===== src/rtl/core/cpat_pkg.sv =====
// shared codes, state encoding and controller/datapath interface types
`default_nettype none

package cpat_pkg;

    // operation codes carried in s_tuser
    localparam logic [3:0] FN_SET_ACTIVE  = 4'd0;
    localparam logic [3:0] FN_START       = 4'd1;
    localparam logic [3:0] FN_STOP        = 4'd2;
    localparam logic [3:0] FN_SEND        = 4'd3;
    localparam logic [3:0] FN_SEND_ZERO   = 4'd4;
    localparam logic [3:0] FN_RECV        = 4'd5;
    localparam logic [3:0] FN_RECV_ZERO   = 4'd6;
    localparam logic [3:0] FN_SAMPLE      = 4'd7;
    localparam logic [3:0] FN_SAMPLE_ZERO = 4'd8;

    // record kinds carried in m_tuser
    localparam logic [1:0] KIND_PATH      = 2'd0;
    localparam logic [1:0] KIND_PATH_ZERO = 2'd1;
    localparam logic [1:0] KIND_SAMPLE    = 2'd2;
    localparam logic [1:0] KIND_FULL      = 2'd3;

    typedef enum logic [5:0] {
        ST_IDLE  = 6'b000001,
        ST_LOOK  = 6'b000010,
        ST_READ  = 6'b000100,
        ST_DELTA = 6'b001000,
        ST_SUM   = 6'b010000,
        ST_FIN   = 6'b100000
    } state_t;

    // one strobe per datapath step
    typedef struct packed {
        logic capture;
        logic lookup;
        logic read;
        logic delta;
        logic sum;
        logic finish;
    } dp_cmd_t;

    typedef struct packed {
        logic out_busy;
    } dp_status_t;

endpackage

`default_nettype wire


===== src/rtl/core/cpat_ctrl.sv =====
// sequencing state machine for the accumulator table
`default_nettype none

module cpat_ctrl (
    input  logic                 aclk,
    input  logic                 aresetn,
    input  logic                 s_tvalid,
    output logic                 s_tready,
    output cpat_pkg::dp_cmd_t    cmd,
    input  cpat_pkg::dp_status_t status
);
    import cpat_pkg::*;

    state_t state_reg, state_next;

    always_ff @(posedge aclk) begin
        if (!aresetn) begin
            state_reg <= ST_IDLE;
        end else begin
            state_reg <= state_next;
        end
    end

    always_comb begin
        state_next = state_reg;
        cmd        = '0;
        s_tready   = 1'b0;
        unique case (state_reg)
            ST_IDLE: begin
                s_tready = 1'b1;
                if (s_tvalid) begin
                    cmd.capture = 1'b1;
                    state_next  = ST_LOOK;
                end
            end
            ST_LOOK: begin
                cmd.lookup = 1'b1;
                state_next = ST_READ;
            end
            ST_READ: begin
                cmd.read   = 1'b1;
                state_next = ST_DELTA;
            end
            ST_DELTA: begin
                cmd.delta  = 1'b1;
                state_next = ST_SUM;
            end
            ST_SUM: begin
                cmd.sum    = 1'b1;
                state_next = ST_FIN;
            end
            ST_FIN: begin
                // hold while the output register still waits for its transfer
                if (!status.out_busy) begin
                    cmd.finish = 1'b1;
                    state_next = ST_IDLE;
                end
            end
            default: begin
                state_next = ST_IDLE;
            end
        endcase
    end

endmodule

`default_nettype wire


===== config.mk =====
export PLATFORM = sky130hd
export DESIGN_NAME = cpat_ctrl
export DESIGN_NICKNAME = d
export VERILOG_FILES = /design/src/rtl/core/cpat_pkg.sv /design/src/rtl/core/cpat_ctrl.sv
export SDC_FILE = /design/constraint.sdc
export NUM_CORES = 1
export LEC_CHECK = 0
export BUFFER_PORTS_ARGS = -buffer_cell sky130_fd_sc_hd__buf_4
export CAP_MARGIN = 20
export CORE_AREA = 4 4 41 43
export CTS_CLUSTER_DIAMETER = 30
export CTS_CLUSTER_SIZE = 20
export DETAILED_ROUTE_END_ITERATION = 12
export DIE_AREA = 0 0 45 47
export SLEW_MARGIN = 20
export SYNTH_ARGS = -nofsm -noshare
export SYNTH_HDL_FRONTEND = slang
export SYNTH_SLANG_ARGS = --single-unit

===== constraint.sdc =====
create_clock -name aclk -period 2.7 [get_ports aclk]
set_input_delay 0.81 -clock aclk [delete_from_list [all_inputs] [get_ports aclk]]
set_output_delay 0.81 -clock aclk [all_outputs]
set_load 0.03 [all_outputs]

==> flow_metrics.tcl <==
set metrics [dict create \
    nets 51 \
    dieArea_sq_mm 0.00212 \
    min_path_cells 2 \
    yosysUniqueCellTypes 19 \
    p_clk_share_pct 30.8 \
    maxSlewViolCount 0 \
    seq_power_share_pct 39.6 \
    leakagePower_nw 0.208 \
    grt_remaining_overflow 0 \
    fin_cells 60 \
    synth_warnings 0 \
    setup_viol 0 \
    criticalPathCategory "flip-flop to output port" \
    start_kind "flip-flop" \
    power_density_mw_per_mm2 603 \
    setup_ws_ns 0.304 \
    portBuffers 10 \
    r2r_cells 3 \
    die_h_um 47 \
    clk_pin_slew_worst_paths_ns 0.04 \
    routed_wl_um 698 \
    largest_reg_flops 6 \
    worst-path-max-fanout 7 \
    clockBufferDepth 2 \
    hold_class "flip-flop to flip-flop" \
    place_congestion 0.702 \
    worstPathCellList "or4_1 -> nor4b_2 -> buf_4" \
    grt_max_degree 11 \
    cts_tree "done" \
    num_vias 298 \
    cts_hold_buf 0 \
    max_cap_viol_count 0 \
    slowest_stage "or4_1" \
    grt_pass1_wl_um 1200 \
    clock_sink_count 6 \
    io_pins 11 \
    finalHoldViolCount 0 \
    ir_drop_mv 0.251 \
    track_usage_pct 8.06 \
    postCtsSetupBuffers 0 \
    tightest_slew_ns 0.439 \
    dp_slack_ns 0.531 \
    clock_skew_ns 0.00247 \
    maxSlewHeadroom_pct 70.5 \
    stdcell_area_sq_um 452 \
    max_stage_delay_ns 0.56 \
    fp-row-count 13 \
    rsz0062_at_grt "no" \
    crit_arrival_ns 1.59 \
    dr.pass1.iters 4 \
    cts_buffers 3 \
    required_ns 1.89 \
    fmaxAchievable_mhz 417 \
    synthesis.area_sq_um 329 \
    wl_per_cell_um 11.6 \
    hpwl_um 521 \
    antennaDiodeCount 0 \
    syn-num-nets 36 \
    outcome "finished, final reports clean" \
    netlist_instances 32 \
    mostFrequentLayoutCell "buf_4" \
    layout-drive-gt1-share_pct 37.8 \
    dp.cells 57 \
    internal_power_mw 0.186 \
    insertion_delay_ns 0.24 \
    routed_via_density 4.97 \
    cts_resized 0 \
    p_switching_mw 0.0870 \
    synth-seq-cells 6 \
    swShare_pct 31.9 \
    final_cell_mix "10 x buf_4, 6 x dfxtp_1, 4 x and2_1, 3 x clkbuf_4" \
    drt_iter0_markers 5 \
    post-route-period-util_pct 88.7 \
    nFillCells 138 \
    final_antenna_net_count 0 \
    clockRootBuffer "clkbuf_4" \
    pwr-share-comb_pct 29.6 \
    initial_utilization_pct 25.3 \
    cts.htree.levels 1 \
    grt_pass1_vias 290 \
    ys_seq_area_share_pct 36.5 \
    syn_area_per_cell_sq_um 10.3 \
    fin_tns_setup_ns 0 \
    antenna_found_initial 0 \
    worstSetupEndpointType "output port" \
    die_x_um 45 \
    drc_errors 0 \
    core_area_sq_mm 0.00130 \
    min_period_ns 2.40 \
    syn2layout_area_growth_pct 37.3 \
    placed_area_sq_um 429 \
]
## through the flow
| stage | power [mW] | hold WS (ns) | utilization (%) |
|---|---|---|---|
| 2_1_floorplan | 0.165 | 0.612 | - |
| 3_3_place_gp | 0.191 | 0.654 | 33.0 |
| 3_5_place_dp | 0.190 | 0.655 | 33.0 |
| 4_1_cts | 0.276 | 0.662 | 34.7 |
| 5_1_grt | 0.289 | 0.716 | 34.7 |
| 6_report | 0.273 | 0.662 | 34.7 |
## synth_stat cells
master	count	area, sq um
dfxtp_1	6	120
and2_1	4	25.0
and3_1	2	12.5
and4bb_1	2	25.0
nor2_1	2	7.51
nor3b_2	2	25.0
o211a_1	2	20.0
a21oi_1	1	5.00
nand3b_1	1	7.51
nand4b_1	1	8.76
nor3_1	1	5.00
nor4b_1	1	8.76
o21ai_0	1	5.00
o311ai_1	1	8.76
or3b_1	1	8.76
or4_1	1	7.51
or4_4	1	11.3
xnor2_1	1	8.76
xor2_1	1	8.76
## critical path: cells and delay by family (launching register included)
kind          cells  cell delay (ns)
simple gates      2             0.79
flops             1             0.36
buf+inv           1             0.20
## worst paths after layout
check | startpoint | endpoint | slack, ns
setup / recovery | state_reg[4] | cmd[0] | 0.30
hold / removal | state_reg[3] | state_reg[3] | 0.66
setup reg to reg | state_reg[4] | state_reg[0] | 1.36
hold reg to reg | state_reg[3] | state_reg[3] | 0.66
## routing by layer
metal	vias up	wire length (um)	share of wire, %	track usage (%)
met5	-	0	0	0
met3	2	40	5.7	1.53
met2	9	291	42	10.5
li1	152	-	-	-
met4	0	20	2.9	8.77
met1	135	345	49	10.5
## kinds of logic (layout without fill, tap and decap cells)
logic type	after synthesis	count (layout)	synth area share, %
XOR/XNOR	2	2	5.32
AO/OA/AOI/OAI	5	5	11.8
flip-flops	6	6	36.5
AND/OR/NAND/NOR	19	19	46.4
buffers and inverters	0	13	0
## area by class of cell
type | instances | area (sq um) | share of cell area, %
well taps | 15 | 18.8 | 4.16
multi-input cells | 26 | 215 | 47.6
clock buffers | 3 | 22.5 | 4.99
flip-flops and latches | 6 | 120 | 26.6
repair buffers | 10 | 75.1 | 16.6
## power groups by stage
| stage | combinational [mW] | sequential [mW] | clock, mW |
|---|---|---|---|
| finish | 0.0807 | 0.108 | 0.0838 |
| detailed placement | 0.0809 | 0.109 | 0 |
| global placement | 0.0814 | 0.110 | 0 |
| global route | 0.0888 | 0.110 | 0.0897 |
| CTS | 0.0815 | 0.108 | 0.0868 |
| floorplan | 0.0583 | 0.107 | 0 |
(Power assumes the default switching activity.)
